`src/sv/div64_pkg.sv`:
```
`timescale 1ns / 1ps
`default_nettype none
// ----------------------------------------------------------------------------
// div64_pkg
// Shared constants, controller states and the command and status bundles
// between the divider controller and datapath.
// ----------------------------------------------------------------------------
package div64_pkg;

  localparam int FIELD_W    = 64;
  localparam int DATA_WIDTH = 64;
  localparam int CNT_W      = (DATA_WIDTH > 1) ? $clog2(DATA_WIDTH) : 1;

  typedef enum logic [3:0] {
    ST_IDLE = 4'b0001,
    ST_PREP = 4'b0010,
    ST_DIV  = 4'b0100,
    ST_FIX  = 4'b1000
  } state_t;

  typedef struct packed {
    logic load;
    logic prep;
    logic step;
    logic fix;
  } cmd_t;

  typedef struct packed {
    logic div_zero;
    logic last_step;
    logic out_full;
  } sts_t;

endpackage

`default_nettype wire

```
`src/sv/div64_ctrl.sv`:
```
`timescale 1ns / 1ps
`default_nettype none
// ----------------------------------------------------------------------------
// div64_ctrl
// Sequencer for the divider: capture, sign prep, one step per quotient bit,
// then sign fix-up into the output register.
// ----------------------------------------------------------------------------
module div64_ctrl (
  input  logic              clk,
  input  logic              rst,
  input  logic              in_valid,
  output logic              in_ready,
  input  div64_pkg::sts_t   sts,
  output div64_pkg::cmd_t   cmd
);

  div64_pkg::state_t state;
  div64_pkg::state_t state_next;

  always_comb begin
    state_next = state;
    cmd        = '0;
    unique case (state)
      div64_pkg::ST_IDLE: begin
        cmd.load = in_valid;
        if (in_valid) state_next = div64_pkg::ST_PREP;
      end
      div64_pkg::ST_PREP: begin
        cmd.prep = 1'b1;
        state_next = sts.div_zero ? div64_pkg::ST_FIX : div64_pkg::ST_DIV;
      end
      div64_pkg::ST_DIV: begin
        cmd.step = 1'b1;
        if (sts.last_step) state_next = div64_pkg::ST_FIX;
      end
      div64_pkg::ST_FIX: begin
        cmd.fix = !sts.out_full;
        if (!sts.out_full) state_next = div64_pkg::ST_IDLE;
      end
      default: begin
        state_next = div64_pkg::ST_IDLE;
      end
    endcase
  end

  always_ff @(posedge clk) begin
    if (rst) begin
      state <= div64_pkg::ST_IDLE;
    end else begin
      state <= state_next;
    end
  end

  assign in_ready = (state == div64_pkg::ST_IDLE);

endmodule

`default_nettype wire

```
`src/sv/div64_dpath.sv`:
```
`timescale 1ns / 1ps
`default_nettype none
// ----------------------------------------------------------------------------
// div64_dpath
// Operand registers, magnitude prep, restoring shift-subtract step,
// sign fix-up and the output register.
// ----------------------------------------------------------------------------
module div64_dpath (
  input  logic                           clk,
  input  logic                           rst,
  input  div64_pkg::cmd_t                cmd,
  output div64_pkg::sts_t                sts,
  input  logic                           in_kind,
  input  logic [div64_pkg::FIELD_W-1:0]  in_dividend,
  input  logic [div64_pkg::FIELD_W-1:0]  in_divisor,
  output logic                           out_valid,
  input  logic                           out_ready,
  output logic [div64_pkg::FIELD_W-1:0]  out_quotient,
  output logic [div64_pkg::FIELD_W-1:0]  out_remainder,
  output logic                           out_div_zero
);

  localparam int W = div64_pkg::DATA_WIDTH;

  logic                           sgn;
  logic [W-1:0]                   n_raw;
  logic [W-1:0]                   d_raw;
  logic                           n_neg;
  logic                           d_neg;
  logic [W-1:0]                   nsh;
  logic [W-1:0]                   dv;
  logic [W-1:0]                   rem;
  logic [W-1:0]                   quo;
  logic [div64_pkg::CNT_W-1:0]    cnt;

  logic                           carry;
  logic [W-1:0]                   shifted;
  logic [W:0]                     diff;
  logic                           fits;
  logic [W-1:0]                   q_fix;
  logic [W-1:0]                   r_fix;

  assign carry   = rem[W-1];
  assign shifted = {rem[W-2:0], nsh[W-1]};
  assign diff    = {carry, shifted} - {1'b0, dv};
  assign fits    = carry || !diff[W];

  assign q_fix = sts.div_zero ? '0 : ((n_neg ^ d_neg) ? (W'(0) - quo) : quo);
  assign r_fix = sts.div_zero ? n_raw : (n_neg ? (W'(0) - rem) : rem);

  assign sts.div_zero  = (d_raw == '0);
  assign sts.last_step = (cnt == '0);
  assign sts.out_full  = out_valid && !out_ready;

  always_ff @(posedge clk) begin
    if (cmd.load) begin
      sgn   <= in_kind;
      n_raw <= in_dividend[W-1:0];
      d_raw <= in_divisor[W-1:0];
    end
    if (cmd.prep) begin
      n_neg <= sgn && n_raw[W-1];
      d_neg <= sgn && d_raw[W-1];
      nsh   <= (sgn && n_raw[W-1]) ? (W'(0) - n_raw) : n_raw;
      dv    <= (sgn && d_raw[W-1]) ? (W'(0) - d_raw) : d_raw;
      rem   <= '0;
      quo   <= '0;
      cnt   <= div64_pkg::CNT_W'(W - 1);
    end
    if (cmd.step) begin
      rem <= fits ? diff[W-1:0] : shifted;
      quo <= {quo[W-2:0], fits};
      nsh <= {nsh[W-2:0], 1'b0};
      cnt <= cnt - 1'b1;
    end
    if (cmd.fix) begin
      out_quotient  <= div64_pkg::FIELD_W'(q_fix);
      out_remainder <= div64_pkg::FIELD_W'(r_fix);
      out_div_zero  <= sts.div_zero;
    end
  end

  always_ff @(posedge clk) begin
    if (rst) begin
      out_valid <= 1'b0;
    end else if (cmd.fix) begin
      out_valid <= 1'b1;
    end else if (out_ready) begin
      out_valid <= 1'b0;
    end
  end

endmodule

`default_nettype wire

```
`src/sv/divider_64bit_signed_unsigned_unit.sv`:
```
`timescale 1ns / 1ps
`default_nettype none
// ----------------------------------------------------------------------------
// divider_64bit_signed_unsigned_unit
// Radix-2 restoring divider, signed or unsigned, with zero-divisor flag.
// ----------------------------------------------------------------------------
// One word in, one word out. A word is taken when the unit is free, then the
// operands are turned into magnitudes, the shift-subtract loop produces one
// quotient bit per cycle, and the sign fix-up writes the output register. A
// new word is taken only once the previous result has been written there,
// and that write waits while an earlier result is still held; a zero
// divisor skips the loop. The result waits in the output register, so the
// next word is already being divided while it is held. Signed quotients
// truncate toward zero, the remainder carries the dividend's sign, and the
// most negative value over -1 wraps. A zero divisor raises tuser with
// quotient 0 and remainder equal to the dividend.
// ----------------------------------------------------------------------------
module divider_64bit_signed_unsigned_unit (
  input  logic                              clk,
  input  logic                              rst,
  input  logic                              s_axis_tvalid,
  output logic                              s_axis_tready,
  // [63:0] dividend, [127:64] divisor
  input  logic [2*div64_pkg::FIELD_W-1:0]   s_axis_tdata,
  // [0] kind (0 unsigned, 1 signed)
  input  logic                              s_axis_tuser,
  output logic                              m_axis_tvalid,
  input  logic                              m_axis_tready,
  // [63:0] quotient, [127:64] remainder
  output logic [2*div64_pkg::FIELD_W-1:0]   m_axis_tdata,
  // [0] divide_by_zero
  output logic                              m_axis_tuser
);

  div64_pkg::cmd_t cmd;
  div64_pkg::sts_t sts;

  logic [div64_pkg::FIELD_W-1:0] quotient;
  logic [div64_pkg::FIELD_W-1:0] remainder;

  div64_ctrl u_ctrl (
    .clk      (clk),
    .rst      (rst),
    .in_valid (s_axis_tvalid),
    .in_ready (s_axis_tready),
    .sts      (sts),
    .cmd      (cmd)
  );

  div64_dpath u_dpath (
    .clk           (clk),
    .rst           (rst),
    .cmd           (cmd),
    .sts           (sts),
    .in_kind       (s_axis_tuser),
    .in_dividend   (s_axis_tdata[div64_pkg::FIELD_W-1:0]),
    .in_divisor    (s_axis_tdata[2*div64_pkg::FIELD_W-1:div64_pkg::FIELD_W]),
    .out_valid     (m_axis_tvalid),
    .out_ready     (m_axis_tready),
    .out_quotient  (quotient),
    .out_remainder (remainder),
    .out_div_zero  (m_axis_tuser)
  );

  assign m_axis_tdata = {remainder, quotient};

endmodule

`default_nettype wire

```
`config.mk`:
```
export PLATFORM = sky130hd
export DESIGN_NAME = divider_64bit_signed_unsigned_unit
export DESIGN_NICKNAME = d
export VERILOG_FILES = /design/src/sv/div64_pkg.sv /design/src/sv/div64_ctrl.sv /design/src/sv/div64_dpath.sv /design/src/sv/divider_64bit_signed_unsigned_unit.sv
export SDC_FILE = /design/constraint.sdc
export NUM_CORES = 1
export LEC_CHECK = 0
export BUFFER_PORTS_ARGS = -buffer_cell sky130_fd_sc_hd__buf_4
export CELL_PAD_IN_SITES_DETAIL_PLACEMENT = 0
export CELL_PAD_IN_SITES_GLOBAL_PLACEMENT = 2
export CORE_UTILIZATION = 35
export CTS_CLUSTER_SIZE = 24
export DETAILED_ROUTE_END_ITERATION = 7
export GPL_TIMING_DRIVEN = 1
export PLACE_DENSITY = 0.7
export SLEW_MARGIN = 20
export SYNTH_ARGS = -nofsm -noshare
export SYNTH_HDL_FRONTEND = slang
export SYNTH_SLANG_ARGS = --single-unit
```
`constraint.sdc`:
```
create_clock -name clk -period 11.1 [get_ports clk]
set_input_delay 2.775 -clock clk [delete_from_list [all_inputs] [get_ports clk]]
set_output_delay 2.775 -clock clk [all_outputs]
set_load 0.02 [all_outputs]
```
* After elaboration in Yosys (flattened, before gate mapping)
Index checks and enable logic that the tools add are counted.
Word-level totals: bits in registers 527
Operators by class: add/sub/neg operators 6, multiplexer cells 24, bitwise logic cells 1, reduce and logical (&&, ||, !) cells 12, equal/unequal tests 7
Operator list (count):
- $mux 64 | 11
- $sub 1x64->64 const A | 4
- $sub 65x64->65 | 1
- $logic_not 64->1 | 1
- $mux 4 | 4
- $pmux 4 s4 | 1
- $mux 6 | 2
- $logic_not 6->1 | 1
- $mux 1 | 6
- $ne 2x2->1 const B | 3
- $sub 6x1->6 const B | 1
- $eq 4x1->1 const B | 1
- $eq 4x2->1 const B | 1
- $eq 4x3->1 const B | 1
- $eq 4x4->1 const B | 1
- $reduce_bool 2->1 | 2
- $logic_and 1x1->1 | 3
- $logic_not 1->1 | 3
- $reduce_and 3->1 | 1
- $logic_or 1x1->1 | 1
- $xor 1x1->1 | 1

* Depth between registers and ports, before layout
Gate-level depths: netlist of the first run.
depth after elaboration 5, gate-level depth with buffers 14, mapped depth without buffers 12

* Modules after synthesis
Synthesis of the first run repeated with hierarchy kept, for this count alone.
Unflattened totals: cells, all modules 2662, area total of the unflattened synthesis 28302.1 um2
By module, submodules not included:
- div64_dpath | seq. area each 15685.0 um2, cells each 2637, area each 28053.2 um2, instances 1
- div64_ctrl | seq. area each 80.1 um2, cells each 25, area each 249.0 um2, instances 1

* Worst setup path after synthesis of the first run
Ideal clock, no wire load.
path kind input to register, start input port m_axis_tready, end register u_dpath.out_div_zero (enable), data required time 10.467 ns, stages on the path 2, path slack 1.874 ns, arrival 8.593 ns, cell sequence nand2b_1 -> nor2b_1
RTL lines:
- start: declaration | line divider_64bit_signed_unsigned_unit.sv:28 | input logic m_axis_tready,
- end signal: assignment | line div64_dpath.sv:79 | out_div_zero <= sts.div_zero;
- end: declaration | line div64_dpath.sv:20 | output logic out_div_zero

* Final worst setup path of the first run
start register u_dpath.rem[15], end register u_dpath.rem[21] (data pin)
Between the ends: cells in the longest elaborated chain, start to end 5
RTL lines:
- start: declaration | line div64_dpath.sv:32 | logic [W-1:0] rem;
- start signal: assignment | line div64_dpath.sv:71 | rem <= fits ? diff[W-1:0] : shifted;
- $sub 65x64->65 * | line div64_dpath.sv:45 | assign diff = {carry, shifted} - {1'b0, dv};
- $logic_not 1->1 | line div64_dpath.sv:46 | assign fits = carry || !diff[W];
- $logic_or 1x1->1 | line div64_dpath.sv:46
- $mux 64 * | line div64_dpath.sv:71
- $mux 64 * | line div64_dpath.sv:70 | if (cmd.step) begin
Every way passes the cells marked *; elsewhere a longest branch is shown, timed or not. A chain may end at the register's enable or synchronous reset.

==> run metrics, run 1 <==
Reg power frac a little over two fifths; Layout area overhead 17.9%; Synth async-reset ratio 0%; Crit Path Class reg -> reg; vias in the first global route a little over 20000; antenna-violating nets left 0; antenna cells 0; post-CTS sizing 0; initial antenna violation count 2; fin. max-slew vios 0; first drt pass iteration count 5; GP Congestion ~0.88; Iter 0 DRT Violations roughly 1400; Avg WL per Cell roughly 21 um; Max-Cap Viols 0; post-DP HPWL 60.1 mm; Initial Util 35.4%; fraction of layout instances using a drive strength above 1 between 10% and 20%; Yosys cell types 73; YS warnings 0; Tcrit/Tclk final roughly 48%; Place WS about 5.6 ns; Slew @ Worst Pin between 1 and 1.5 ns; Gate Count Post-Synth between 2000 and 3000; port bufs 263; total CTS buffers 60; clock sinks about 530; Clk pwr share 30.2%; Die H roughly 290 um; Max Fanout on Critical Path a little over 80; Syn Std Cell Area around 0.029 mm^2; All-Layer GR Usage 19.4%; Worst setup EP type flip-flop; Lkg Pwr ~12 nW; IR drop worst, VDD 132 uV; hold buffers post-CTS 0; combinational share of power 25.9%; gr ovfl total 0; Core ar. 0.0805 mm^2; Die ar. slightly above 0.08 mm^2; Synth Register Bits about 530; sequential fraction of the synthesis area 55.2%; syn nets between 2000 and 3000; largest net degree at the start of global routing roughly 120; Post-synth EDFFs about 520; clock transition at the registers of the reported paths ~0.060 ns; htree depth 2; Fin Clk Skew around 0.029 ns; Switch Pwr between 2 and 2.5 mW; GR peak layer met1; WP data arrival approximately 5.7 ns; row cnt between 100 and 150; clk_lat worst skew 0.65 ns; Min Clock Period, post-route around 5.4 ns; final number of hold-violating endpoints 0; RSZ-0062 raised after global routing no; setup total negative slack 0 ns; switching share of power 33.5%; max_slew headroom just over 30%; Worst setup SP type flip-flop; clk root buf clkbuf_16; Pint around 4.6 mW; first-pass GRT wire length between 100 and 150 mm; GRT met1 Usage a little under a third; maximum root-to-sink buffer count 3; grt met2 use 28.0%; R2R Setup Slk 5.73 ns; buffer count from post-CTS setup fixing 0; final worst slack around 5.7 ns; Post-Route WL roughly 82 mm; total number of vias roughly 21000; status complete, no violations; CTS tree built; routing usage on met3 under 10%; # DRC 0; Vias/cell about 5.3; class of the worst hold path reg -> reg; Avg Cell Area, Syn roughly 11 um^2; Main synth FF type edfxtp_1; pwr/cell area between 200 and 250 mW/mm^2; Peak Freq ~190 MHz; CP required between 10 and 15 ns; I/O Pins 264; Final setup viols 0; Chip Width between 200 and 300 um; Nets approximately 3100
-- critical path: stages, from the launching register on --
cell and delay [ns]:
edfxtp_1 0.48, ha_1 0.45, a21oi_1 0.44, o2111ai_1 0.18, a221oi_1 0.54, a211oi_1 0.21
o31ai_1 0.54, a211oi_1 0.27, o21bai_4 0.82, buf_4 0.77, mux2i_1 0.27, nor2_1 0.06
-- cell type report --
type,count,area (um^2)
clock buffers,70,1540
clock inverters,43,512
fillers,7794,46900
inverters,96,360
multi-input cells,1907,12000
flip-flops and latches,527,15800
well taps,1060,1330
repair buffers,287,2170
-- metrics by stage --
step	hold slack, ns	instances	utilization, %	total power, mW	instance area (um^2)
after global routing	0.523	3990	41.8	7.21	33600
final	0.479	3990	41.8	6.85	33600
after CTS	0.484	3989	41.7	6.92	33600
after floorplan	0.444	2663	-	4.23	28500
after global placement	0.456	3876	39.2	4.81	31600
after detailed placement	0.469	3876	39.2	4.82	31600
-- worst paths after layout --
check / cells after the start / startpoint / to
hold reg to reg: 2 / u_dpath.nsh[0] / u_dpath.nsh[0]
setup / recovery: 11 / u_dpath.rem[15] / u_dpath.rem[21]
setup reg to reg: 11 / u_dpath.rem[15] / u_dpath.rem[21]
hold / removal: 2 / u_dpath.nsh[0] / u_dpath.nsh[0]
-- power by group through the flow --
| stage | registers (mW) | logic [mW] | clock network [mW] |
|---|---|---|---|
| global route | 3.05 | 1.97 | 2.19 |
| floorplan | 3.01 | 1.22 | 0 |
| finish | 3.01 | 1.77 | 2.07 |
| detailed placement | 3.04 | 1.78 | 0 |
| global placement | 3.04 | 1.78 | 0 |
| CTS | 3.01 | 1.78 | 2.13 |
-- state kept, by name (all words and copies together), names as in the netlist --
register and flops:
u_dpath.out_remainder 64, u_dpath.n_raw 64, u_dpath.sgn 1, u_dpath.d_raw 64
u_dpath.out_valid 1, u_ctrl.state 4, u_dpath.out_quotient 64, u_dpath.quo 64
u_dpath.n_neg 1, u_dpath.dv 64, u_dpath.d_neg 1, u_dpath.cnt 6
u_dpath.out_div_zero 1, u_dpath.nsh 64, u_dpath.rem 64
-- cells in the final DEF (no fill, tap or decap), types with 52 or more instances in the layout --
cell	n
xnor2_1	140
buf_4	284
edfxtp_1	521
inv_1	94
and2_1	63
nor3_1	52
o21ai_0	237
clkbuf_16	60
nand2_1	249
a21oi_1	141
nand3_1	94
xor2_1	164
ha_1	69
o31ai_1	96
nor2_1	226
-- synthesized netlist by cell type, types with 13 or more instances --
| cell type | number | area [um^2] |
|---|---|---|
| edfxtp_1 | 521 | 15600 |
| nand2_1 | 250 | 938 |
| o21ai_0 | 237 | 1190 |
| nor2_1 | 226 | 848 |
| xor2_1 | 165 | 1450 |
| a21oi_1 | 141 | 706 |
| xnor2_1 | 141 | 1230 |
| clkbuf_1 | 113 | 424 |
| inv_1 | 96 | 360 |
| o31ai_1 | 96 | 721 |
| nand3_1 | 94 | 470 |
| ha_1 | 69 | 863 |
| and2_1 | 64 | 400 |
| nor3_1 | 52 | 260 |
| nand4_1 | 34 | 213 |
| or3_1 | 34 | 213 |
| nor4_1 | 31 | 194 |
| a21o_1 | 29 | 218 |
| nand2b_1 | 27 | 169 |
| o41ai_1 | 25 | 219 |
| or4_1 | 21 | 158 |
| o21bai_1 | 17 | 128 |
| a31oi_1 | 13 | 81.3 |
-- cells by family (layout without fill, tap and decap cells) --
logic type / Yosys count / after routing / share of synthesized area (%)
adders and majority gates: 70 / 70 / 3.10
xor gates and xnor gates: 306 / 306 / 9.39
DFF: 527 / 527 / 55.2
muxes: 5 / 5 / 0.175
buffers and inverters: 229 / 496 / 3.05
and+or+nand+nor: 901 / 901 / 15.5
AOI/OAI and AO/OA: 625 / 625 / 13.5
-- per-layer routing --
| layer | vias up | wire [um] | share of wire (%) |
|---|---|---|---|
| met5 | - | 0 | 0 |
| met4 | 0 | 1610 | 2.0 |
| met3 | 88 | 4170 | 5.1 |
| met2 | 550 | 34500 | 42 |
| met1 | 10109 | 41800 | 51 |
| li1 | 10213 | - | - |
Power figures use the tool's default switching activity.
==> run 2, diff against run 1 <==
--- a/config.mk
+++ b/config.mk
@@ -12,7 +12,7 @@
 export CTS_CLUSTER_SIZE = 24
 export DETAILED_ROUTE_END_ITERATION = 7
 export GPL_TIMING_DRIVEN = 1
-export PLACE_DENSITY = 0.7
+export PLACE_DENSITY = 0.73
 export SLEW_MARGIN = 20
 export SYNTH_ARGS = -nofsm -noshare
 export SYNTH_HDL_FRONTEND = slang
==> constraint.sdc (replaced) <==
create_clock -name clk -period 4.61 [get_ports clk]
set_input_delay 1.1525 -clock clk [delete_from_list [all_inputs] [get_ports clk]]
set_output_delay 1.1525 -clock clk [all_outputs]
set_load 0.02 [all_outputs]
==> run metrics, run 2 (synthesis results as in run 1) <==
status complete, no violations; Max Fanout on Critical Path 57 (-31%); final worst slack 0.404 ns (-5.32 ns); final core occ 42.1% (+0.33 points); port bufs 263 (unchanged); first drt pass iteration count 6 (+1); Crit Path Class reg -> reg; CTS tree built; clock transition at the registers of the reported paths 0.06 ns (about the same); largest net degree at the start of global routing 101 (-14%); # DRC 0 (unchanged); most frequent cells in the layout edfxtp_1, buf_4, nand2_1; Vias/cell 5.25 (about the same); total number of vias 21195 (+1.1%); Place WS 0.422 ns (-5.22 ns); max_slew headroom 27.0% (-3.5 points); Nets 3124 (+1.4%); Slew @ Worst Pin 1.09 ns (+0.0523 ns); htree depth 2 (unchanged); Fin Clk Skew 0.0344 ns (+0.00497 ns); Worst setup EP type flip-flop; most common cell after layout, fill and taps aside edfxtp_1; Initial Util 35.4% (unchanged); fin. max-slew vios 0 (unchanged); Iter 0 DRT Violations 1529 (+9.7%); clock sinks 527 (unchanged); IR drop worst, VDD 317 uV (+140%); CP required 4.97 ns (-6.50 ns); Final setup viols 0 (unchanged); fraction of layout instances using a drive strength above 1 15.5% (+1.1 points); Max-Cap Viols 0 (unchanged); I/O Pins 264 (unchanged); total power 16.4 mW (+140%); post-CTS sizing 0 (unchanged); Core ar. 0.0805 mm^2 (unchanged); buffer count from post-CTS setup fixing 0 (unchanged); Post-Route WL 81.0 mm (-1.2%); pwr/cell area 482 mW/mm^2 (+140%); post-DP HPWL 60.1 mm (about the same); Layout area overhead 18.8%; maximum root-to-sink buffer count 3 (unchanged); dpl cells 3918 (+1.1%); gr ovfl total 0 (unchanged); GP Congestion 0.896 (+2.1%); hold buffers post-CTS 0 (unchanged); Lkg Pwr 12.0 nW (+1.4%); first-pass GRT wire length 124 mm (-0.17%); Die ar. 0.0827 mm^2 (unchanged); Worst setup SP type flip-flop; Tcrit/Tclk final 91.2% (+43 points); vias in the first global route 20401 (+1.4%); final number of hold-violating endpoints 0 (unchanged); initial antenna violation count 2 (unchanged); clk root buf clkbuf_16; Post-Layout Cell Count 4034 (+1.1%); Min Clock Period, post-route 4.21 ns (-1.17 ns); Avg WL per Cell 20.1 um (-2.2%); Peak Freq 238 MHz (+28%); Chip Width 288 um (unchanged); Die H 288 um (unchanged); WP data arrival 4.57 ns (-1.17 ns); RSZ-0062 raised after global routing no; clk_lat worst skew 0.65 ns (about the same); setup total negative slack 0 ns (unchanged); antenna-violating nets left 0 (unchanged); All-Layer GR Usage 19.3% (-0.12 points); row cnt 104 (unchanged); class of the worst hold path reg -> reg; total CTS buffers 61 (+1.7%)
==> run 2: cell types whose count changed in the layout (fill, tap and decap cells not counted), moves of 2 or more <==
cell,delta
buf_12,+5
diode_2,+2
buf_4,+38
clkinv_2,-3
bufinv_16,-7
clkbuf_8,+4
clkbuf_1,+2
inv_6,+4
buf_6,-2
==> run 2: worst paths after layout <==
check / startpoint / endpoint / slack [ns] / cells past startpoint
worst max-delay path: u_dpath.rem[15] / u_dpath.rem[21] / 0.40 / 12
worst min-delay path: u_dpath.nsh[0] / u_dpath.nsh[0] / 0.50 / 2
worst max register to register: u_dpath.rem[15] / u_dpath.rem[21] / 0.40 / 12
worst min register to register: u_dpath.nsh[0] / u_dpath.nsh[0] / 0.50 / 2
==> run 2: where the power goes <==
| group | leakage [nW] | switching (mW) | internal, mW |
|---|---|---|---|
| sequential | 4.82 | 0.745 | 6.46 |
| combinational | 6.21 | 2.81 | 1.63 |
| clock | 0.952 | 2.02 | 2.68 |
==> run 2: final cells by class <==
type / instances / area (um^2)
diodes: 2 / 5.00
clock buffers: 77 / 1630
clock inverters: 37 / 322
fillers: 7761 / 46600
inverters: 96 / 360
multi-input cells: 1907 / 12000
flip-flops and latches: 527 / 15800
well taps: 1060 / 1330
repair buffers: 328 / 2540
==> run 2: metrics by stage <==
step / area [um^2] / hold WS (ns)
2_1_floorplan: 28600 / 0.444
3_3_place_gp: 32000 / 0.459
3_5_place_dp: 32000 / 0.486
4_1_cts: 33900 / 0.498
5_1_grt: 33900 / 0.516
6_report: 33900 / 0.496
==> run 2: metal layers <==
layer  vias up  wire (um)  track usage [%]
met2       587      34300             28.0
met4         0       1970             5.31
met1     10197      40600             29.8
li1      10308          -                -
met5         -          0                0
met3       103       4130             2.39
==> run 2: worst max-delay path, stage by stage (launching register included) <==
cell and delay [ns]:
edfxtp_1 0.42, ha_1 0.44, a21oi_1 0.49, o2111ai_1 0.20
a221oi_1 0.38, buf_4 0.20, a211oi_1 0.13, o31ai_1 0.42
a211oi_1 0.22, o21bai_4 0.45, buf_12 0.31, mux2i_1 0.22
nor2_1 0.05
